===== src/sv/b64ld_pkg.sv =====
`default_nettype none
package b64ld_pkg;

   localparam logic KIND_DATA   = 1'b0;
   localparam logic KIND_STATUS = 1'b1;

   localparam logic [6:0] PAD_VALUE = 7'd64;
   localparam logic [9:0] COUNT_MAX = 10'd1023;

   typedef enum logic [1:0] {
      STATUS_OK   = 2'd0,
      STATUS_PART = 2'd1,
      STATUS_NONE = 2'd2
   } line_status_type;

   typedef struct packed {
      logic       kind;
      logic [7:0] out_byte;
      logic [1:0] line_status;
      logic [9:0] byte_count;
      logic       last;
   } rsp_type;

   typedef struct packed {
      rsp_type [3:0] ent;
      logic [2:0]    n;
   } batch_type;

   typedef struct packed {
      logic       ok;
      logic [6:0] val;
   } sextet_type;

   function automatic sextet_type map_char(input logic [7:0] ch);
      sextet_type r;
      logic [7:0] t;
      r = '0;
      t = '0;
      if (ch >= 8'h41 && ch <= 8'h5A) begin
         t = ch - 8'h41;
         r = '{ok: 1'b1, val: t[6:0]};
      end else if (ch >= 8'h61 && ch <= 8'h7A) begin
         t = ch - 8'h47;
         r = '{ok: 1'b1, val: t[6:0]};
      end else if (ch >= 8'h30 && ch <= 8'h39) begin
         t = ch + 8'h04;
         r = '{ok: 1'b1, val: t[6:0]};
      end else if (ch == 8'h2B) begin
         r = '{ok: 1'b1, val: 7'd62};
      end else if (ch == 8'h2F) begin
         r = '{ok: 1'b1, val: 7'd63};
      end else if (ch == 8'h3D) begin
         r = '{ok: 1'b1, val: PAD_VALUE};
      end
      return r;
   endfunction

endpackage
`default_nettype wire


===== src/sv/b64ld_req_if.sv =====
`default_nettype none
interface b64ld_req_if;
   logic       valid;
   logic       ready;
   logic [7:0] in_char;
   logic       end_of_line;

   modport source (output valid, output in_char, output end_of_line, input ready);
   modport sink   (input valid, input in_char, input end_of_line, output ready);
endinterface
`default_nettype wire


===== src/sv/b64ld_rsp_if.sv =====
`default_nettype none
interface b64ld_rsp_if;
   logic       valid;
   logic       ready;
   logic       kind;
   logic [7:0] out_byte;
   logic [1:0] line_status;
   logic [9:0] byte_count;
   logic       last;

   modport source (output valid, output kind, output out_byte, output line_status,
                   output byte_count, output last, input ready);
   modport sink   (input valid, input kind, input out_byte, input line_status,
                   input byte_count, input last, output ready);
endinterface
`default_nettype wire


===== src/sv/b64ld_group_decode.sv =====
`default_nettype none
module b64ld_group_decode (
   input  wire logic              clock,
   input  wire logic              reset,
   input  wire logic              req_accept,
   input  wire logic [7:0]        in_char,
   input  wire logic              end_of_line,
   output b64ld_pkg::batch_type   batch
);
   import b64ld_pkg::*;

   logic [1:0]      pos_ff, pos_in;
   logic [2:0][6:0] sextet_ff, sextet_in;
   logic [2:0]      marks_ff, marks_in;
   logic            stopped_ff, stopped_in;
   logic            error_ff, error_in;
   logic [9:0]      bytes_ff, bytes_in;

   sextet_type      mapped;
   logic [6:0]      a, b, c, d;
   logic [13:0]     ab;
   logic [19:0]     abc;
   logic [7:0]      byte1, byte2, byte3;
   logic [1:0]      nb;
   logic [10:0]     sum;
   logic [2:0]      n;
   logic [1:0]      last_idx;
   line_status_type status;

   always_comb begin
      mapped     = map_char(in_char);
      pos_in     = pos_ff;
      sextet_in  = sextet_ff;
      marks_in   = marks_ff;
      stopped_in = stopped_ff;
      error_in   = error_ff;
      a          = sextet_ff[0];
      b          = sextet_ff[1];
      c          = sextet_ff[2];
      d          = mapped.val;
      ab         = {a, 6'b0} | {7'b0, b};
      abc        = {ab, 6'b0} | {13'b0, c};
      byte1      = ab[11:4];
      byte2      = abc[9:2];
      byte3      = '0;
      nb         = 2'd0;
      if (!stopped_ff) begin
         if (pos_ff != 2'd3) begin
            sextet_in[pos_ff] = mapped.val;
            marks_in[pos_ff]  = ~mapped.ok;
            pos_in            = pos_ff + 2'd1;
         end else begin
            stopped_in = 1'b1;
            pos_in     = 2'd0;
            marks_in   = '0;
            if (marks_ff[0]) begin
               error_in = 1'b1;
            end else if (marks_ff[1]) begin
               error_in = 1'b1;
               byte1    = {a[5:0], 2'b00};
               nb       = 2'd1;
            end else if (marks_ff[2]) begin
               error_in = 1'b1;
               nb       = 2'd1;
            end else begin
               if (!mapped.ok) begin
                  error_in = 1'b1;
                  d        = PAD_VALUE;
               end
               byte3 = {abc[1:0], 6'b0} | {1'b0, d};
               nb    = 2'd1;
               if (!c[6]) begin
                  nb = 2'd2;
                  if (!d[6]) begin
                     nb         = 2'd3;
                     stopped_in = 1'b0;
                  end
               end
            end
         end
      end
      sum      = {1'b0, bytes_ff} + {9'b0, nb};
      bytes_in = (sum > {1'b0, COUNT_MAX}) ? COUNT_MAX : sum[9:0];
      status   = STATUS_OK;
      if (error_in) begin
         status = (bytes_in == 10'd0) ? STATUS_NONE : STATUS_PART;
      end

      batch.ent[0] = '{kind: KIND_DATA, out_byte: byte1, line_status: '0,
                       byte_count: '0, last: 1'b0};
      batch.ent[1] = '{kind: KIND_DATA, out_byte: byte2, line_status: '0,
                       byte_count: '0, last: 1'b0};
      batch.ent[2] = '{kind: KIND_DATA, out_byte: byte3, line_status: '0,
                       byte_count: '0, last: 1'b0};
      batch.ent[3] = '0;
      n            = {1'b0, nb};
      if (end_of_line) begin
         batch.ent[nb] = '{kind: KIND_STATUS, out_byte: '0, line_status: status,
                           byte_count: bytes_in, last: 1'b0};
         n          = {1'b0, nb} + 3'd1;
         pos_in     = '0;
         sextet_in  = '0;
         marks_in   = '0;
         stopped_in = 1'b0;
         error_in   = 1'b0;
         bytes_in   = '0;
      end
      last_idx = n[1:0] - 2'd1;
      if (n != 3'd0) begin
         batch.ent[last_idx].last = 1'b1;
      end
      batch.n = n;
   end

   always_ff @(posedge clock) begin
      if (reset) begin
         pos_ff     <= '0;
         sextet_ff  <= '0;
         marks_ff   <= '0;
         stopped_ff <= 1'b0;
         error_ff   <= 1'b0;
         bytes_ff   <= '0;
      end else if (req_accept) begin
         pos_ff     <= pos_in;
         sextet_ff  <= sextet_in;
         marks_ff   <= marks_in;
         stopped_ff <= stopped_in;
         error_ff   <= error_in;
         bytes_ff   <= bytes_in;
      end
   end

endmodule
`default_nettype wire


===== src/sv/b64ld_rsp_queue.sv =====
`default_nettype none
module b64ld_rsp_queue (
   input  wire logic                clock,
   input  wire logic                reset,
   input  wire logic                load,
   input  wire b64ld_pkg::batch_type batch,
   output logic                     space,
   output logic                     rsp_valid,
   input  wire logic                rsp_ready,
   output b64ld_pkg::rsp_type       rsp_head
);
   import b64ld_pkg::*;

   rsp_type [3:0] ent_ff, ent_in;
   logic [2:0]    rem_ff, rem_in;
   logic          take;

   always_comb begin
      rsp_valid = (rem_ff != 3'd0);
      rsp_head  = ent_ff[0];
      take      = rsp_valid & rsp_ready;
      space     = (rem_ff == 3'd0) || ((rem_ff == 3'd1) && take);
      ent_in    = ent_ff;
      rem_in    = rem_ff;
      if (load) begin
         ent_in = batch.ent;
         rem_in = batch.n;
      end else if (take) begin
         ent_in = {rsp_type'('0), ent_ff[3:1]};
         rem_in = rem_ff - 3'd1;
      end
   end

   always_ff @(posedge clock) begin
      if (reset) begin
         rem_ff <= '0;
      end else begin
         rem_ff <= rem_in;
      end
   end

   always_ff @(posedge clock) begin
      ent_ff <= ent_in;
   end

endmodule
`default_nettype wire


===== src/sv/base64_line_decoder_core.sv =====
// channel   dir  signals                                          role
// req_if    in   valid ready in_char end_of_line                  encoded characters
// rsp_if    out  valid ready kind out_byte line_status byte_count last  bytes and status
//
// one character is taken per clock while its results fit the output queue
// a character gives zero to four results, sent one per clock from the queue while rsp_if is ready
// the next character is taken in the cycle the last queued result transfers
// reset is synchronous and clears the line state and the queue
// a stalled rsp_if holds its result and stops req_if
`default_nettype none
module base64_line_decoder_core (
   input  wire logic      clock,
   input  wire logic      reset,
   b64ld_req_if.sink      req_if,
   b64ld_rsp_if.source    rsp_if
);
   import b64ld_pkg::*;

   batch_type batch;
   rsp_type   head;
   logic      space;
   logic      req_accept;

   assign req_if.ready = space;
   assign req_accept   = req_if.valid & space;

   b64ld_group_decode u_decode (
      .clock       (clock),
      .reset       (reset),
      .req_accept  (req_accept),
      .in_char     (req_if.in_char),
      .end_of_line (req_if.end_of_line),
      .batch       (batch)
   );

   b64ld_rsp_queue u_queue (
      .clock     (clock),
      .reset     (reset),
      .load      (req_accept),
      .batch     (batch),
      .space     (space),
      .rsp_valid (rsp_if.valid),
      .rsp_ready (rsp_if.ready),
      .rsp_head  (head)
   );

   assign rsp_if.kind        = head.kind;
   assign rsp_if.out_byte    = head.out_byte;
   assign rsp_if.line_status = head.line_status;
   assign rsp_if.byte_count  = head.byte_count;
   assign rsp_if.last        = head.last;

endmodule
`default_nettype wire


===== src/flat_wrapper.sv =====
// flat-port wrapper written by rule: the top's interface ports become plain ports
module base64_line_decoder_core_flat import b64ld_pkg::*;
  (clock, reset, req_if_valid, req_if_in_char, req_if_end_of_line, req_if_ready, rsp_if_valid, rsp_if_kind, rsp_if_out_byte, rsp_if_line_status, rsp_if_byte_count, rsp_if_last, rsp_if_ready);
  b64ld_req_if req_if_i ();
  b64ld_rsp_if rsp_if_i ();
  input  wire logic clock;
  input  wire logic reset;
  input wire logic [$bits(req_if_i.valid)-1:0] req_if_valid;
  input wire logic [$bits(req_if_i.in_char)-1:0] req_if_in_char;
  input wire logic [$bits(req_if_i.end_of_line)-1:0] req_if_end_of_line;
  output wire logic [$bits(req_if_i.ready)-1:0] req_if_ready;
  output wire logic [$bits(rsp_if_i.valid)-1:0] rsp_if_valid;
  output wire logic [$bits(rsp_if_i.kind)-1:0] rsp_if_kind;
  output wire logic [$bits(rsp_if_i.out_byte)-1:0] rsp_if_out_byte;
  output wire logic [$bits(rsp_if_i.line_status)-1:0] rsp_if_line_status;
  output wire logic [$bits(rsp_if_i.byte_count)-1:0] rsp_if_byte_count;
  output wire logic [$bits(rsp_if_i.last)-1:0] rsp_if_last;
  input wire logic [$bits(rsp_if_i.ready)-1:0] rsp_if_ready;
  assign req_if_i.valid = req_if_valid;
  assign req_if_i.in_char = req_if_in_char;
  assign req_if_i.end_of_line = req_if_end_of_line;
  assign req_if_ready = req_if_i.ready;
  assign rsp_if_valid = rsp_if_i.valid;
  assign rsp_if_kind = rsp_if_i.kind;
  assign rsp_if_out_byte = rsp_if_i.out_byte;
  assign rsp_if_line_status = rsp_if_i.line_status;
  assign rsp_if_byte_count = rsp_if_i.byte_count;
  assign rsp_if_last = rsp_if_i.last;
  assign rsp_if_i.ready = rsp_if_ready;
  base64_line_decoder_core u_core (.clock(clock), .reset(reset), .req_if(req_if_i), .rsp_if(rsp_if_i));
endmodule

===== config.mk =====
export PLATFORM = sky130hd
export DESIGN_NAME = base64_line_decoder_core_flat
export DESIGN_NICKNAME = d
export VERILOG_FILES = /design/src/sv/b64ld_pkg.sv /design/src/sv/b64ld_req_if.sv /design/src/sv/b64ld_rsp_if.sv /design/src/sv/b64ld_group_decode.sv /design/src/sv/b64ld_rsp_queue.sv /design/src/sv/base64_line_decoder_core.sv /design/src/flat_wrapper.sv
export SDC_FILE = /design/constraint.sdc
export NUM_CORES = 1
export LEC_CHECK = 0
export BUFFER_PORTS_ARGS = -buffer_cell sky130_fd_sc_hd__buf_2
export CAP_MARGIN = 40
export CORE_MARGIN = 2
export CORE_UTILIZATION = 66
export DETAILED_ROUTE_END_ITERATION = 7
export GPL_TIMING_DRIVEN = 1
export PLACE_DENSITY_LB_ADDON = 0.3
export SYNTH_ARGS = -nofsm -noshare
export SYNTH_HDL_FRONTEND = slang
export SYNTH_SLANG_ARGS = --single-unit

===== constraint.sdc =====
create_clock -name clock -period 8.3 [get_ports clock]
set_input_delay 1.245 -clock clock [delete_from_list [all_inputs] [get_ports clock]]
set_output_delay 1.245 -clock clock [all_outputs]
set_load 0.01 [all_outputs]

==> reports/qor.tcl <==
set qor(detailedPlacementHpwl_um) 8860
set qor(max_cap_violations) 0
set qor(post_cts_resize_count) 0
set qor(power_leakage_nw) 2.66
set qor(place_area_mm2) 0.00629
set qor(post_cts_hold_buffer_count) 0
set qor(detailroute.via_count) 4797
set qor(timing.critical_path.required_ps) 8570
set qor(yosys_warnings) 0
set qor(cts.repair_timing.setup_buffer_count) 0
set qor(worst_setup_path_startpoint) {req_if_in_char[0]}
set qor(detail_route.drc_violations) 0
set qor(grt_first_pass_wirelength_um) 22600
set qor(clock_period_minus_worst_slack_ps) 5160
set qor(total_negative_slack_ps) 0
set qor(cts_max_path_buffers) 2
set qor(cts_buffers) 17
set qor(grt_start_max_net_pins) 85
set qor(transition_time_at_the_pin_with_the_least_slew_margin_ps) 881
set qor(worst_vdd_drop_mv) 0.425
set qor(design_area_mm2) 0.00689
set qor(crit_path_max_fanout) 10
set qor(final_slew_violations) 0
set qor(gp_routability_congestion) 1.03
set qor(number_of_antenna_violations_at_the_first_check_in_global_routing) 1
set qor(synth_compound_gate_area_share_pct) 18.0
set qor(initial_core_util_pct) 67.4
set qor(min-delay-path-class) {flip-flop to flip-flop}
set qor(status) {complete, no violations}
set qor(finalHoldViolCount) 0
set qor(htreeDepth) 4
set qor(min-delay-start) {u_core.u_decode.c[3]}
set qor(yosys.area_share.xor_xnor_pct) 1.13
set qor(clk_root_buffer_cell) {sky130_fd_sc_hd__clkbuf_8}
set qor(flow.area_growth_from_synthesis_pct) 11.1
set qor(synthesis.area_mm2) 0.00620
set qor(top_level_ports) 37
set qor(clk_latency_ps) 520
set qor(layout_worst_path_cycle_share_pct) 62.1
set qor(largest_family_of_logic_cells_by_synthesized_area) {compound AO/OA/AOI/OAI gates}
set qor(hold_slack_ps) 446
set qor(firstDrtPassIters) 5
set qor(r2r-start) {u_core.u_decode.pos_ff[0]}
set qor(slew-limit-headroom_pct) 41.3
set qor(timing.fmax_mhz) 194
set qor(fraction_of_synthesized_area_in_multiplexers_pct) 1.45
set qor(setup_viol) 0
set qor(route.final.wire_length_um) 13600
set qor(clock-skew-final_ps) 7.78
set qor(synthAdderAreaFrac_pct) 4.76
set qor(arrival_ps) 5420
set qor(dieHeight_um) 101
set qor(rows) 35
set qor(synth_enable_flop_cells) 80
set qor(via_per_inst) 6.46
set qor(synthFlopType) {sky130_fd_sc_hd__edfxtp_1}
set qor(synthesis.nets) 650
set qor(worst_setup_hold_path_clk_slew_ps) 60
set qor(ys_seq_area_share_pct) 51.7
set qor(synth_simple_gate_area_share_pct) 17.4
set qor(final_layout_size_suffix_gt1_share_pct) 14.1
set qor(startpoint_type) {input pin}
set qor(postSynthCellCount) 614
set qor(fp.dieArea_mm2) 0.0102
set qor(number_of_global_route_vias_before_repair) 4556
set qor(yosys.cell_types.count) 68
set qor(num-nets-final) 655
set qor(power_density_mw_per_mm2) 341
set qor(drt-wirelength-per-cell_um) 18.3
set qor(syn-mean-instance-area_um2) 10.1
set qor(ant_nets) 0
set qor(n_antenna_cell) 0
set qor(track_usage_pct) 28.4
set qor(placement.io_buffers) 36
set qor(tritoncts) {built}
set qor(fraction_of_registers_with_async_set_or_reset_after_synthesis_pct) 0
set qor(grt_overflow_total) 0
set qor(detailedRoute.firstIterationViolations) 402
set qor(worst_setup_path_end_kind) {flip-flop}
set qor(die_width_um) 101
set qor(rsz0062_at_grt) {no}
set qor(placeableCoreArea_mm2) 0.00920
set qor(ys_ff_latch) 120
set qor(clock-sinks) 120
set qor(timing.setup.critical_path_class) {input pin to flip-flop}
==> synthesized netlist by cell type, types with 7 or more instances <==
| library cell | n | area [µm²] |
|---|---|---|
| sky130_fd_sc_hd__nand3_1 | 20 | 100 |
| sky130_fd_sc_hd__mux2i_1 | 9 | 90.1 |
| sky130_fd_sc_hd__buf_4 | 20 | 150 |
| sky130_fd_sc_hd__nor3_1 | 21 | 105 |
| sky130_fd_sc_hd__ha_1 | 22 | 275 |
| sky130_fd_sc_hd__xnor2_1 | 7 | 61.3 |
| sky130_fd_sc_hd__a22o_1 | 32 | 280 |
| sky130_fd_sc_hd__nor2_1 | 43 | 161 |
| sky130_fd_sc_hd__a21oi_1 | 37 | 185 |
| sky130_fd_sc_hd__inv_1 | 16 | 60.1 |
| sky130_fd_sc_hd__nand2_1 | 81 | 304 |
| sky130_fd_sc_hd__and3_1 | 7 | 43.8 |
| sky130_fd_sc_hd__dfxtp_1 | 40 | 801 |
| sky130_fd_sc_hd__clkbuf_1 | 24 | 90.1 |
| sky130_fd_sc_hd__edfxtp_1 | 80 | 2400 |
| sky130_fd_sc_hd__nand2b_1 | 7 | 43.8 |
| sky130_fd_sc_hd__o21ai_1 | 7 | 35.0 |
| sky130_fd_sc_hd__and2_1 | 8 | 50.1 |
| sky130_fd_sc_hd__nand4_1 | 7 | 43.8 |
| sky130_fd_sc_hd__o21ai_0 | 39 | 195 |
==> per-layer routing <==
metal	global-route usage (%)	part of all wire (%)	vias to the layer above
met5	0	0.095	-
met1	39.7	43	2267
met4	9.77	1.4	2
met3	6.38	8.4	23
li1	-	-	2254
met2	44.1	48	251
==> layout by cell type (no fill, tap or decap), types with 3 or more instances in the layout <==
master and count:
sky130_fd_sc_hd__clkbuf_16 16, sky130_fd_sc_hd__nor2b_1 6, sky130_fd_sc_hd__a211oi_1 4, sky130_fd_sc_hd__o21ai_0 39
sky130_fd_sc_hd__and2_1 8, sky130_fd_sc_hd__a211o_1 3, sky130_fd_sc_hd__bufinv_16 3, sky130_fd_sc_hd__clkinvlp_4 4
sky130_fd_sc_hd__a22o_1 32, sky130_fd_sc_hd__buf_2 36, sky130_fd_sc_hd__nor2_1 43, sky130_fd_sc_hd__a21o_1 5
sky130_fd_sc_hd__and3_1 7, sky130_fd_sc_hd__mux2i_1 9, sky130_fd_sc_hd__nand2_1 81, sky130_fd_sc_hd__inv_1 16
sky130_fd_sc_hd__or2_2 3, sky130_fd_sc_hd__o21ai_1 7, sky130_fd_sc_hd__nor3_1 21, sky130_fd_sc_hd__nand4_1 7
sky130_fd_sc_hd__a22oi_1 5, sky130_fd_sc_hd__ha_1 22, sky130_fd_sc_hd__nand3_1 19, sky130_fd_sc_hd__dfxtp_1 40
sky130_fd_sc_hd__edfxtp_1 80, sky130_fd_sc_hd__clkinv_4 3, sky130_fd_sc_hd__or3_1 4, sky130_fd_sc_hd__nand2b_1 6
sky130_fd_sc_hd__xnor2_1 7, sky130_fd_sc_hd__a21oi_1 37, sky130_fd_sc_hd__a31oi_1 3
==> worst max-delay path: stages <==
cell	delay, ps
sky130_fd_sc_hd__buf_2	150
sky130_fd_sc_hd__inv_1	90
sky130_fd_sc_hd__ha_1	230
sky130_fd_sc_hd__nor2b_1	170
sky130_fd_sc_hd__a2bb2oi_1	400
sky130_fd_sc_hd__or3_1	430
sky130_fd_sc_hd__nand2_1	160
sky130_fd_sc_hd__a21oi_1	230
sky130_fd_sc_hd__a21oi_1	160
sky130_fd_sc_hd__ha_1	290
sky130_fd_sc_hd__fa_1	500
sky130_fd_sc_hd__and3_1	280
sky130_fd_sc_hd__a311oi_1	300
sky130_fd_sc_hd__a31o_2	160
sky130_fd_sc_hd__nand4_1	150
sky130_fd_sc_hd__a21boi_1	240
sky130_fd_sc_hd__a22o_1	230
==> metrics by stage <==
step / utilization, % / setup slack [ps] / std cells / power, mW
after global placement: 68.1 / 2960 / 709 / 1.57
final: 74.9 / 3140 / 743 / 2.35
after global routing: 74.9 / 2910 / 743 / 2.47
after detailed placement: 68.4 / 2700 / 711 / 1.62
after floorplan: - / 3380 / 614 / 1.49
after CTS: 74.9 / 3210 / 743 / 2.35
==> cell type report <==
| cell class | count | area, µm² |
|---|---|---|
| clock buffers | 18 | 418 |
| clock inverters | 14 | 174 |
| fillers | 599 | 2310 |
| inverters | 17 | 63.8 |
| multi-input cells | 424 | 2670 |
| flip-flops and latches | 120 | 3200 |
| well taps | 111 | 139 |
| repair buffers | 39 | 223 |
==> sequential cells by signal, summed over array words and instances, names as in the netlist <==
name                        count
u_core.u_decode.a               6
u_core.u_decode.b               7
u_core.u_decode.bytes_ff       10
u_core.u_decode.c               7
u_core.u_decode.error_ff        1
u_core.u_decode.marks_ff        3
u_core.u_decode.pos_ff          2
u_core.u_decode.stopped_ff      1
u_core.u_queue.ent_ff          58
u_core.u_queue.rem_ff           3
u_core.u_queue.rsp_head        22
==> path summary, 6_finish.rpt <==
path                                             endpoint  slack [ps]  depth (start not counted)
worst max-delay path            u_core.u_queue.ent_ff[55]        3140                         17
worst min-delay path                 u_core.u_decode.c[3]         450                          2
worst max register to register  u_core.u_queue.ent_ff[55]        4370                         11
worst min register to register       u_core.u_decode.c[3]         450                          2
==> power breakdown <==
group          switching [mW]  total (mW)  internal, mW
logic                   0.396       0.601         0.205
clock network           0.270       0.728         0.459
registers              0.0617        1.02         0.956
==> cells by family (layout without fill, tap and decap cells) <==
| kind of cell | Yosys count | count (layout) |
|---|---|---|
| AOI/OAI and AO/OA | 162 | 162 |
| xor gates and xnor gates | 8 | 8 |
| adders and majority gates | 23 | 23 |
| buffers and inverters | 70 | 88 |
| DFF | 120 | 120 |
| muxes | 9 | 9 |
| and+or+nand+nor | 222 | 222 |
Power figures use the tool's default switching activity.
